===== src/rtl/gnms_pkg.sv =====
// ----------------------------------------------------------------------------
// gnms_pkg
// Shared widths, limits and control type of the greedy non-adjacent sum unit.
// ----------------------------------------------------------------------------
`default_nettype none

package gnms_pkg;

   localparam int VALUE_W = 16;
   localparam int MAG_W   = VALUE_W - 1;
   localparam int TOTAL_W = 25;

   localparam logic [TOTAL_W-1:0] TOTAL_MAX = {TOTAL_W{1'b1}};

   typedef struct packed {
      logic clear;
      logic sample;
   } scan_ctrl_type;

endpackage

`default_nettype wire


===== src/rtl/gnms_max_unit.sv =====
// ----------------------------------------------------------------------------
// gnms_max_unit
// Running maximum of unblocked non-negative values, lowest index on ties.
// ----------------------------------------------------------------------------
`default_nettype none

module gnms_max_unit import gnms_pkg::*; #(
   parameter int AW = 10
) (
   input  wire logic                      clock,
   input  wire logic                      reset,
   input  wire scan_ctrl_type             ctrl,
   input  wire logic signed [VALUE_W-1:0] cand_value,
   input  wire logic                      cand_blocked,
   input  wire logic [AW-1:0]             cand_index,
   output      logic                      found,
   output      logic [MAG_W-1:0]          best,
   output      logic [AW-1:0]             pos
);

   logic             found_ff;
   logic [MAG_W-1:0] best_ff;
   logic [AW-1:0]    pos_ff;
   logic             take;

   // strictly greater keeps the lowest index on a tie
   assign take = !cand_blocked && !cand_value[VALUE_W-1] &&
                 (!found_ff || (cand_value[MAG_W-1:0] > best_ff));

   always_ff @(posedge clock) begin
      if (reset || ctrl.clear) begin
         found_ff <= 1'b0;
      end else if (ctrl.sample && take) begin
         found_ff <= 1'b1;
      end
   end

   always_ff @(posedge clock) begin
      if (ctrl.sample && take) begin
         best_ff <= cand_value[MAG_W-1:0];
         pos_ff  <= cand_index;
      end
   end

   assign found = found_ff;
   assign best  = best_ff;
   assign pos   = pos_ff;

endmodule

`default_nettype wire


===== config.mk =====
export PLATFORM = sky130hd
export DESIGN_NAME = gnms_max_unit
export DESIGN_NICKNAME = d
export VERILOG_FILES = /design/src/rtl/gnms_pkg.sv /design/src/rtl/gnms_max_unit.sv
export SDC_FILE = /design/constraint.sdc
export NUM_CORES = 1
export LEC_CHECK = 0
export BUFFER_PORTS_ARGS = -buffer_cell sky130_fd_sc_hd__buf_2
export CORE_MARGIN = 3
export CORE_UTILIZATION = 40
export CTS_CLUSTER_DIAMETER = 80
export DETAILED_ROUTE_END_ITERATION = 7
export PLACE_DENSITY = 0.73
export SLEW_MARGIN = 10
export SYNTH_ARGS = -nofsm -noshare
export SYNTH_HDL_FRONTEND = slang
export SYNTH_SLANG_ARGS = --single-unit

===== constraint.sdc =====
create_clock -name clock -period 4.6 [get_ports clock]
set_input_delay 0.46 -clock clock [delete_from_list [all_inputs] [get_ports clock]]
set_output_delay 0.46 -clock clock [all_outputs]
set_load 0.005 [all_outputs]

==> flow_summary.yaml <==
place:
  finalWeightedCongestion: 0.649
  portBuffers: 56
  post-place-ws_ns: 1.95
  hpwlAfterDp_um: 1960
  dp.cells: 170
  dpl_cell_area_sq_um: 1500
final_layout:
  layout_commonest_cell: "buf_2"
  multiInputGateArea_sq_um: 345
  area.sequential_sq_um: 771
  diodes: 0
  drive_gt1_share_pct: 43.1
  final_cell_area_sq_um: 1540
  nFillCells: 217
  post-route-util_pct: 58.4
  final_cell_count_no_fill: 174
  nets: 191
  area_growth_pct: 31.6
  layout_common_cells: "buf_2, edfxtp_1, inv_1"
timing:
  finalCritPeriodShare_pct: 54.0
  finalHoldViolations: 0
  timing.slew.headroom_pct: 46.9
  slew_viol_final: 0
  fmax_mhz: 402
  finalHoldWorstSlack_ns: 0.275
  finalSetupViolCount: 0
  setup_tns_ns: 0
  timing.final.ws_setup_ns: 2.11
  clock_skew_ns: 0.00435
  fin_crit_ns: 2.49
  worstMarginPinSlew_ns: 0.796
  grt_setup_unrepaired: "no"
synthesis:
  syn_avg_cell_area_sq_um: 14.1
  synth_top_family_by_area: "adder cells"
  ys_ff_latch: 26
  synth_top_area_share_pct: 64.2
  synthesis.nets: 129
  yosys.area_share.simple_pct: 6.32
  synth_cell_type_count: 18
  synthTopCellsByArea: "edfxtp_1, ha_1, inv_1, a21oi_1, dfxtp_1"
  yosysSeqAreaShare_pct: 66.0
  synth_top_cell_by_area: "edfxtp_1"
  syn_area_sq_um: 1170
  synth.mux.area_fraction_pct: 0
  synth-warning-count: 0
  netlist_instances: 83
  synthAdderAreaFrac_pct: 16.1
  synthXorXnorAreaFrac_pct: 0
  synth_compound_area_share_pct: 6.53
detailed_routing:
  via_per_inst: 4.81
  wirelength_um: 2330
  dr.pass1.iters: 4
  via_count: 837
  drt-initial-drc-count: 18
  drc: 0
  wl_per_cell_um: 13.4
  postRouteAntennaNets: 0
floorplan:
  dieWidth_um: 60.1
  initial_utilization_pct: 44.3
  die_h_um: 60.1
  die-area_sq_um: 3610
  pin_count: 57
  core_area_sq_um: 2640
  num_rows: 18
pwr:
  p_total_uw: 431
  power_leakage_nw: 0.731
  power_density_nw_per_um2: 280
  ir_drop_mv: 0.196
global_routing:
  top_usage_layer: "met2"
  use_met1_pct: 17.1
  grt_max_degree: 15
  antenna_found_initial: 0
  grt_use_met2_pct: 24.8
  use_met3_pct: 2.59
  grt_usage_pct: 14.1
  grt_pass1_vias: 861
  grt_pass1_wl_um: 3750
  grt_overflow: 0
setup_path:
  worstPathRequired_ns: 4.64
  worstPathMaxFanout: 13
  cp.arrival_ns: 2.52
  cp-start-kind: "register"
  criticalPathCategory: "reg2reg"
  worst_setup_path_end_kind: "register"
clock_tree:
  clock_sinks: 26
  hold_buffers: 0
  cts_root_buf: "clkbuf_4"
  cts_made_buffers: 3
  clkLatencyLatePin_ns: 0.32
  cts_resized: 0
  path_clk_slew_ns: 0.14
  htreeDepth: 1
  cts_buffer_depth: 2
  cts_setup_buffers: 0
  cts_tree: "done"
worst_hold_path:
  hp-class: "in2reg"
run:
  cap_violations: 0
run_status:
  status: "finished clean"
## critical path, cell delays in order, from the launching register on
cell	delay, ns
edfxtp_1	0.38
inv_1	0.05
ha_1	0.30
and4_1	0.21
nand2_1	0.07
o21bai_1	0.17
a41oi_2	0.67
buf_4	0.35
## synthesized netlist by cell type, drive strengths merged
master  instances
o21bai          1
o31ai           1
nand3b          1
a21oi           7
nand3           1
nand4           2
o21ai           2
nor3b           1
nor2            1
edfxtp         25
nor3            1
a41oi           1
and4            2
a22oi           1
dfxtp           1
ha             15
inv            16
nand2           4
## routing by layer
layer | wire (um) | vias to the layer above
met5 | 0 | -
met4 | 32 | 0
met2 | 1240 | 27
met3 | 127 | 5
met1 | 937 | 380
li1 | - | 425
## power by group
| group | switching (mW) | internal (mW) | total (mW) |
|---|---|---|---|
| logic | 0.0232 | 0.0227 | 0.0460 |
| registers | 0.00247 | 0.267 | 0.270 |
| clock network | 0.0670 | 0.0484 | 0.115 |
## final cells by class
class / instances / share of cell area (%)
sequential: 26 / 50.1
multi-input combinational: 41 / 22.5
timing repair buffer: 57 / 18.7
inverter: 16 / 3.91
tap: 30 / 2.44
clock buffer: 4 / 2.36
## logic make-up after synthesis
group | count (synthesis)
buffers and inverters | 16
flip-flops | 26
AND/OR/NAND/NOR | 13
AO/OA/AOI/OAI | 13
adder cells (fa/ha/maj) | 15
## worst paths after layout
check / from / to / slack, ns / cells past startpoint
worst max-delay path: best[13] / best[10] / 2.11 / 7
worst min-delay path: reset / found / 0.27 / 2
worst max register to register: best[13] / best[10] / 2.11 / 7
worst min register to register: found / found / 0.55 / 2
## flip-flops by register name (all words and copies together) (netlist names)
name   flops
best      15
found      1
pos       10
(Power assumes the default switching activity.)
